<file path="src/rtl/hsvrgb_pkg.sv">
// Package for the HSV to RGB converter: widths, fixed-point constants, stage types.
// No dependencies; imported by every module of the converter.
`timescale 1ns / 1ps

package hsvrgb_pkg;

   localparam int HUE_W    = 13;
   localparam int LEVEL_W  = 8;
   localparam int POS_W    = 11;
   localparam int DIST_W   = 10;
   localparam int VS_W     = 16;
   localparam int PROD_W   = 26;
   localparam int NUM_W    = 27;
   localparam int SCALED_W = 21;
   localparam int RECIP_W  = 23;
   localparam int MUL_W    = SCALED_W + RECIP_W;
   localparam int RECIP_SHIFT = 35;

   localparam logic [HUE_W-1:0] HUE_MAX = 13'd5759;
   localparam int SECTOR_SPAN = 960;
   localparam int PAIR_SPAN   = 1920;
   localparam int SECTORS     = 6;
   // common denominator 255*960, doubled for the half-step rounding
   localparam int ROUND_HALF  = 244800;
   localparam int ROUND_FULL  = 2 * ROUND_HALF;
   // numerator is pre-shifted by 6, leaving a divide by 7650
   localparam int DROP_BITS   = 6;
   // ceil(2^35 / 7650), exact for any 21-bit dividend
   localparam logic [RECIP_W-1:0] RECIP_K = 23'd4491470;

   typedef enum logic [2:0] {
      SEC_RY,
      SEC_YG,
      SEC_GC,
      SEC_CB,
      SEC_BM,
      SEC_MR
   } sector_type;

   typedef struct packed {
      sector_type                sector;
      logic [DIST_W-1:0]         delta;
      logic [VS_W-1:0]           vs;
      logic [LEVEL_W-1:0]        bright;
   } prep_type;

   typedef struct packed {
      logic [SCALED_W-1:0] blue;
      logic [SCALED_W-1:0] green;
      logic [SCALED_W-1:0] red;
   } scaled_type;

   typedef struct packed {
      logic [LEVEL_W-1:0] blue;
      logic [LEVEL_W-1:0] green;
      logic [LEVEL_W-1:0] red;
   } rgb_type;

endpackage

</file>
<file path="src/rtl/hsvrgb_prep.sv">
// First stage: hue limit, sector and distance from the sector-pair centre, V*S.
// Depends on hsvrgb_pkg.
`timescale 1ns / 1ps

module hsvrgb_prep import hsvrgb_pkg::*; (
   input  logic               clock,
   input  logic               reset,
   input  logic               in_valid,
   output logic               in_ready,
   input  logic [HUE_W-1:0]   hue,
   input  logic [LEVEL_W-1:0] sat,
   input  logic [LEVEL_W-1:0] bright,
   output logic               out_valid,
   input  logic               out_ready,
   output prep_type           out_data
);

   logic               valid_ff, valid_in;
   prep_type           data_ff, data_in;
   logic [HUE_W-1:0]   hue_lim;
   logic [2:0]         count;
   logic [HUE_W-1:0]   base;
   logic [POS_W-1:0]   pos;

   assign in_ready = !valid_ff || out_ready;
   assign hue_lim  = (hue > HUE_MAX) ? HUE_MAX : hue;

   always_comb begin
      count = 3'd0;
      for (int k = 1; k < SECTORS; k++) begin
         if (hue_lim >= HUE_W'(k * SECTOR_SPAN)) begin
            count = count + 3'd1;
         end
      end
   end

   always_comb begin
      case (count[2:1])
         2'd0:    base = '0;
         2'd1:    base = HUE_W'(PAIR_SPAN);
         default: base = HUE_W'(2 * PAIR_SPAN);
      endcase
   end

   assign pos = POS_W'(hue_lim - base);

   always_comb begin
      data_in.sector = sector_type'(count);
      if (pos >= POS_W'(SECTOR_SPAN)) begin
         data_in.delta = DIST_W'(pos - POS_W'(SECTOR_SPAN));
      end else begin
         data_in.delta = DIST_W'(POS_W'(SECTOR_SPAN) - pos);
      end
      data_in.vs     = VS_W'(sat) * VS_W'(bright);
      data_in.bright = bright;
   end

   assign valid_in = in_ready ? in_valid : valid_ff;

   always_ff @(posedge clock) begin
      if (reset) begin
         valid_ff <= 1'b0;
      end else begin
         valid_ff <= valid_in;
      end
   end

   always_ff @(posedge clock) begin
      if (in_ready && in_valid) begin
         data_ff <= data_in;
      end
   end

   assign out_valid = valid_ff;
   assign out_data  = data_ff;

endmodule

</file>
<file path="src/rtl/hsvrgb_mix.sv">
// Second and third stages: chroma and secondary products, per-channel numerator.
// Depends on hsvrgb_pkg.
`timescale 1ns / 1ps

module hsvrgb_mix import hsvrgb_pkg::*; (
   input  logic       clock,
   input  logic       reset,
   input  logic       in_valid,
   output logic       in_ready,
   input  prep_type   in_data,
   output logic       out_valid,
   input  logic       out_ready,
   output scaled_type out_data
);

   typedef enum logic [1:0] {
      CH_RED,
      CH_GREEN,
      CH_BLUE
   } chan_type;

   typedef enum logic [1:0] {
      PART_CHROMA,
      PART_SECOND,
      PART_NONE
   } part_type;

   function automatic part_type pick_part(sector_type sec, chan_type ch);
      part_type p;
      case (sec)
         SEC_RY:  p = (ch == CH_RED) ? PART_CHROMA : (ch == CH_GREEN) ? PART_SECOND : PART_NONE;
         SEC_YG:  p = (ch == CH_RED) ? PART_SECOND : (ch == CH_GREEN) ? PART_CHROMA : PART_NONE;
         SEC_GC:  p = (ch == CH_RED) ? PART_NONE : (ch == CH_GREEN) ? PART_CHROMA : PART_SECOND;
         SEC_CB:  p = (ch == CH_RED) ? PART_NONE : (ch == CH_GREEN) ? PART_SECOND : PART_CHROMA;
         SEC_BM:  p = (ch == CH_RED) ? PART_SECOND : (ch == CH_GREEN) ? PART_NONE : PART_CHROMA;
         default: p = (ch == CH_RED) ? PART_CHROMA : (ch == CH_GREEN) ? PART_NONE : PART_SECOND;
      endcase
      return p;
   endfunction

   // b stage
   logic              b_valid_ff, b_valid_in, b_ready;
   sector_type        b_sector_ff;
   logic [PROD_W-1:0] b_px_ff, b_px_in;
   logic [PROD_W-1:0] b_pz_ff, b_pz_in;
   logic [NUM_W-1:0]  b_vterm_ff, b_vterm_in;

   // c stage
   logic              c_valid_ff, c_valid_in, c_ready;
   scaled_type        c_data_ff, c_data_in;

   function automatic logic [SCALED_W-1:0] scaled_num(part_type p, logic [PROD_W-1:0] px,
                                                       logic [PROD_W-1:0] pz,
                                                       logic [NUM_W-1:0] vterm);
      logic [PROD_W-1:0] sub;
      logic [NUM_W-1:0]  z;
      case (p)
         PART_CHROMA: sub = '0;
         PART_SECOND: sub = px;
         default:     sub = pz;
      endcase
      z = vterm - {sub, 1'b0};
      return z[NUM_W-1:DROP_BITS];
   endfunction

   assign c_ready  = !c_valid_ff || out_ready;
   assign b_ready  = !b_valid_ff || c_ready;
   assign in_ready = b_ready;

   assign b_px_in    = PROD_W'(in_data.vs) * PROD_W'(in_data.delta);
   assign b_pz_in    = PROD_W'(in_data.vs) * PROD_W'(SECTOR_SPAN);
   assign b_vterm_in = NUM_W'(in_data.bright) * NUM_W'(ROUND_FULL) + NUM_W'(ROUND_HALF);
   assign b_valid_in = b_ready ? in_valid : b_valid_ff;

   always_comb begin
      c_data_in.red   = scaled_num(pick_part(b_sector_ff, CH_RED), b_px_ff, b_pz_ff, b_vterm_ff);
      c_data_in.green = scaled_num(pick_part(b_sector_ff, CH_GREEN), b_px_ff, b_pz_ff,
                                   b_vterm_ff);
      c_data_in.blue  = scaled_num(pick_part(b_sector_ff, CH_BLUE), b_px_ff, b_pz_ff, b_vterm_ff);
   end

   assign c_valid_in = c_ready ? b_valid_ff : c_valid_ff;

   always_ff @(posedge clock) begin
      if (reset) begin
         b_valid_ff <= 1'b0;
         c_valid_ff <= 1'b0;
      end else begin
         b_valid_ff <= b_valid_in;
         c_valid_ff <= c_valid_in;
      end
   end

   always_ff @(posedge clock) begin
      if (b_ready && in_valid) begin
         b_sector_ff <= in_data.sector;
         b_px_ff     <= b_px_in;
         b_pz_ff     <= b_pz_in;
         b_vterm_ff  <= b_vterm_in;
      end
      if (c_ready && b_valid_ff) begin
         c_data_ff <= c_data_in;
      end
   end

   assign out_valid = c_valid_ff;
   assign out_data  = c_data_ff;

endmodule

</file>
<file path="src/rtl/hsvrgb_scale.sv">
// Last stage: divide each channel numerator by 7650 through a reciprocal multiply.
// Depends on hsvrgb_pkg.
`timescale 1ns / 1ps

module hsvrgb_scale import hsvrgb_pkg::*; (
   input  logic       clock,
   input  logic       reset,
   input  logic       in_valid,
   output logic       in_ready,
   input  scaled_type in_data,
   output logic       out_valid,
   input  logic       out_ready,
   output rgb_type    out_data
);

   logic             valid_ff, valid_in;
   rgb_type          data_ff, data_in;
   logic [MUL_W-1:0] prod_red, prod_green, prod_blue;

   assign in_ready = !valid_ff || out_ready;

   assign prod_red   = MUL_W'(in_data.red) * MUL_W'(RECIP_K);
   assign prod_green = MUL_W'(in_data.green) * MUL_W'(RECIP_K);
   assign prod_blue  = MUL_W'(in_data.blue) * MUL_W'(RECIP_K);

   always_comb begin
      data_in.red   = prod_red[RECIP_SHIFT +: LEVEL_W];
      data_in.green = prod_green[RECIP_SHIFT +: LEVEL_W];
      data_in.blue  = prod_blue[RECIP_SHIFT +: LEVEL_W];
   end

   assign valid_in = in_ready ? in_valid : valid_ff;

   always_ff @(posedge clock) begin
      if (reset) begin
         valid_ff <= 1'b0;
      end else begin
         valid_ff <= valid_in;
      end
   end

   always_ff @(posedge clock) begin
      if (in_ready && in_valid) begin
         data_ff <= data_in;
      end
   end

   assign out_valid = valid_ff;
   assign out_data  = data_ff;

endmodule

</file>
<file path="src/rtl/hsv_to_rgb_converter.sv">
// HSV to RGB converter, top level: prep, mix and scale stages in a four-register pipeline.
// Register order from a req transfer to rsp_tvalid: prep, mix b stage, mix c stage, scale.
// Throughput: one pixel per clock; each stage holds one pixel and moves on when the next frees.
// Reset: synchronous, clears all stage valid bits; req_tready is low while reset is high.
// Depends on hsvrgb_pkg, hsvrgb_prep, hsvrgb_mix, hsvrgb_scale.
`timescale 1ns / 1ps

module hsv_to_rgb_converter import hsvrgb_pkg::*; (
   input  logic        clock,
   input  logic        reset,
   input  logic        req_tvalid,
   output logic        req_tready,
   input  logic [31:0] req_tdata,   // hue_sixteenths[12:0], sat_level[20:13], bright_level[28:21]
   output logic        rsp_tvalid,
   input  logic        rsp_tready,
   output logic [23:0] rsp_tdata    // red_out[7:0], green_out[15:8], blue_out[23:16]
);

   logic       prep_in_ready;
   logic       prep_valid, mix_ready;
   prep_type   prep_data;
   logic       mix_valid, scale_ready;
   scaled_type mix_data;
   rgb_type    rgb_data;

   assign req_tready = prep_in_ready && !reset;

   hsvrgb_prep u_prep (
      .clock     (clock),
      .reset     (reset),
      .in_valid  (req_tvalid && !reset),
      .in_ready  (prep_in_ready),
      .hue       (req_tdata[12:0]),
      .sat       (req_tdata[20:13]),
      .bright    (req_tdata[28:21]),
      .out_valid (prep_valid),
      .out_ready (mix_ready),
      .out_data  (prep_data)
   );

   hsvrgb_mix u_mix (
      .clock     (clock),
      .reset     (reset),
      .in_valid  (prep_valid),
      .in_ready  (mix_ready),
      .in_data   (prep_data),
      .out_valid (mix_valid),
      .out_ready (scale_ready),
      .out_data  (mix_data)
   );

   hsvrgb_scale u_scale (
      .clock     (clock),
      .reset     (reset),
      .in_valid  (mix_valid),
      .in_ready  (scale_ready),
      .in_data   (mix_data),
      .out_valid (rsp_tvalid),
      .out_ready (rsp_tready),
      .out_data  (rgb_data)
   );

   assign rsp_tdata = rgb_data;

endmodule

</file>
<file path="config.mk">
export PLATFORM = sky130hd
export DESIGN_NAME = hsv_to_rgb_converter
export DESIGN_NICKNAME = d
export VERILOG_FILES = /design/src/rtl/hsvrgb_pkg.sv /design/src/rtl/hsvrgb_prep.sv /design/src/rtl/hsvrgb_mix.sv /design/src/rtl/hsvrgb_scale.sv /design/src/rtl/hsv_to_rgb_converter.sv
export SDC_FILE = /design/constraint.sdc
export NUM_CORES = 2
export LEC_CHECK = 0
export BUFFER_PORTS_ARGS = -buffer_cell sky130_fd_sc_hd__buf_2
export CAP_MARGIN = 0
export CORE_MARGIN = 4
export CORE_UTILIZATION = 58
export CTS_CLUSTER_SIZE = 14
export DETAILED_ROUTE_END_ITERATION = 16
export PLACE_DENSITY = 0.76
export SLEW_MARGIN = 30
export SYNTH_ARGS = -nofsm -noshare
export SYNTH_HDL_FRONTEND = slang
export SYNTH_SLANG_ARGS = --single-unit
export TNS_END_PERCENT = 100
</file>
<file path="constraint.sdc">
create_clock -name clock -period 19 [get_ports clock]
set_clock_uncertainty 0.2 [all_clocks]
set_input_delay 0.95 -clock clock [delete_from_list [all_inputs] [get_ports clock]]
set_output_delay 0.95 -clock clock [all_outputs]
set_load 0.1 [all_outputs]
</file>
==> results.sh <==
export IMPL_die_area_um2=70000
export IMPL_ant_nets=0
export IMPL_overflow=0
export IMPL_cpPeakStageDelay_ps=640
export IMPL_async_flop_share_pct=0
export IMPL_crit_family="adder cells"
export IMPL_syn_cell_area_um2=38200
export IMPL_crit_top_cell="fa_1"
export IMPL_synthCells=3766
export IMPL_maxSlewHeadroom_pct=34.8
export IMPL_required_ps=19070
export IMPL_cts_made_buffers=17
export IMPL_path_max_fanout=6
export IMPL_yosysTopAreaCellShare_pct=27.5
export IMPL_end_kind="register"
export IMPL_setup_tns_ps=0
export IMPL_synth_adder_area_share_pct=54.7
export IMPL_status="finished, final reports clean"
export IMPL_path_class="reg2reg"
export IMPL_drv_cap=0
export IMPL_syn_avg_cell_area_um2=10.1
export IMPL_drc=0
export IMPL_rsz0062_at_grt="no"
export IMPL_synth_compound_area_share_pct=8.55
export IMPL_rrSetupSlack_ps=12010
export IMPL_via_per_inst=5.49
export IMPL_die_height_um=265
export IMPL_synthToLayoutAreaGrowth_pct=4.87
export IMPL_synth_top_family_by_area="adder cells"
export IMPL_syn_num_nets=5157
export IMPL_synth_simple_area_share_pct=8.35
export IMPL_synthTopCellsByArea="fa_1 27%, ha_1 27%, edfxtp_1 15%"
export IMPL_synthMostInstantiatedCell="inv_1"
export IMPL_clock_sinks=197
export IMPL_insertion_delay_ps=500
export IMPL_nets=5198
export IMPL_clk_pin_slew_ps=80
export IMPL_hold_viol=0
export IMPL_cts_tree="yes"
export IMPL_die_x_um=265
export IMPL_vias=25700
export IMPL_synth_seq_area_share_pct=15.4
export IMPL_synth_warnings=0
export IMPL_cts_root_buffer="clkbuf_16"
export IMPL_synth_common_cells="894 x inv_1, 831 x ha_1, 524 x fa_1"
export IMPL_worstSetupStartpointType="register"
export IMPL_io_buffers=58
export IMPL_yosysUniqueCellTypes=83
export IMPL_wl_per_cell_um=16.6
export IMPL_antenna_found_initial=0
export IMPL_track_usage_pct=23.0
export IMPL_finalSetupViolCount=0
export IMPL_io_pins=62
export IMPL_htreeDepth=4
export IMPL_ys_seq_elements=197
export IMPL_drt_iter0_drc=1418
export IMPL_gp_congestion=0.988
export IMPL_maxSlewViolCount=0
export IMPL_grt_pass1_vias=27000
export IMPL_grt_pass1_wl_um=132000
export IMPL_drive_gt1_share_pct=3.48
export IMPL_worstHoldPathType="reg2reg"
export IMPL_core_area_um2=64800
export IMPL_cp_arrival_ps=7060
export IMPL_row_count=93
export IMPL_antenna_cells=0
export IMPL_cp_slowest_cell="o31ai_2"
export IMPL_synthFlopType="edfxtp_1"
export IMPL_timing_final_crit_share_pct=36.8
export IMPL_routed_wl_um=77400
export IMPL_grt_max_degree=70
export IMPL_post_cts_resized=0
export IMPL_synth_xor_area_share_pct=3.64
export IMPL_fin_crit_ps=6990
export IMPL_firstDrtPassIters=7
export IMPL_worstMarginPinSlew_ps=978
export IMPL_cts_buffer_depth=2
export IMPL_cts_hold_buf=0
export IMPL_start_util_pct=58.9
export IMPL_dpl_hpwl_um=66100
export IMPL_critical_path_buf_inv_count=4
export IMPL_synth_mux_area_share_pct=0.164
export IMPL_crit_chain="inv_1 > ha_1 > fa_1 > fa_1 > inv_1 > fa_1 > inv_1 > fa_1 > inv_1 > fa_1 > ha_1 > ha_1 > nand4_1 > a2111oi_0 > a21oi_1 > o31ai_2 > a21oi_1 > o21a_1 > a2111oi_0"
export IMPL_synth_edf_count=193
export IMPL_yosys_area_top_type="fa_1"
export IMPL_post_cts_buffers=0
export IMPL_timing_fmax_mhz=143
[layout by cell type (no fill, tap or decap), drive strengths merged, types with 7 or more instances in the layout]
cell type  count
a2111oi        8
a211o          8
a211oi        29
a21o          47
a21oi        107
a22oi         62
a31o           7
a31oi         16
and2         136
and3          18
buf           65
clkbuf        17
edfxtp       193
fa           524
ha           831
inv          900
nand2        187
nand2b        11
nand3         36
nand4         18
nor2         122
nor2b         16
nor3          41
o2111ai        7
o211ai        12
o21a          25
o21ai         72
o21bai        17
o31ai          7
or2           15
or3            9
xnor2         99
xor2          57
[registers in the layout, summed over array words and instances (netlist names)]
name               count
u_mix.b_px_ff         26
u_scale.out_data      24
u_mix.b_sector_ff      3
u_mix.b_valid_ff       1
u_mix.out_data        63
u_mix.b_vterm_ff      20
u_mix.out_valid        1
u_mix.b_pz_ff         20
u_scale.out_valid      1
u_prep.out_valid       1
u_prep.out_data       37
[cell families (layout without fill, tap and decap cells)]
| kind of cell | Yosys count | count (layout) |
|---|---|---|
| mux | 6 | 6 |
| buf+inv | 937 | 991 |
| flops | 197 | 197 |
| simple gates | 639 | 639 |
| compound gates | 475 | 475 |
| fa+ha+maj | 1355 | 1355 |
| xor+xnor | 157 | 157 |
[final cells by class]
type / instances / area, um2
fillers: 5259 / 24800
flip-flops and latches: 197 / 5880
inverters: 894 / 3360
clock inverters: 15 / 144
clock buffers: 17 / 425
multi-input cells: 2632 / 28800
well taps: 855 / 1070
repair buffers: 65 / 363
[metrics by stage]
stage	cells	area [um2]	worst slack, ps	hold slack (ps)	util, %
after global placement	4642	39500	11780	207	60.9
final	4675	40100	12010	221	61.8
after detailed placement	4642	39500	11650	205	60.9
after global routing	4675	40100	11620	245	61.8
after floorplan	3766	38200	12600	200	-
after CTS	4674	40000	11630	222	61.8
[worst paths after layout]
check / depth (start not counted) / startpoint / endpoint
worst min register to register: 0 / u_prep.out_data[36] / u_mix.b_sector_ff[2]
worst max register to register: 19 / u_mix.out_data[55] / u_scale.out_data[17]
worst max-delay path: 19 / u_mix.out_data[55] / u_scale.out_data[17]
worst min-delay path: 0 / u_prep.out_data[36] / u_mix.b_sector_ff[2]
[per-layer routing]
metal | routed length (um) | GRT usage, %
met5 | 0 | 0
met4 | 2350 | 7.04
met1 | 34300 | 30.5
met3 | 3000 | 3.16
met2 | 37800 | 39.6
Power is left out: the tool's default activity adds up to more than one toggle a clock period on the data nets, which glitch-free logic cannot reach.
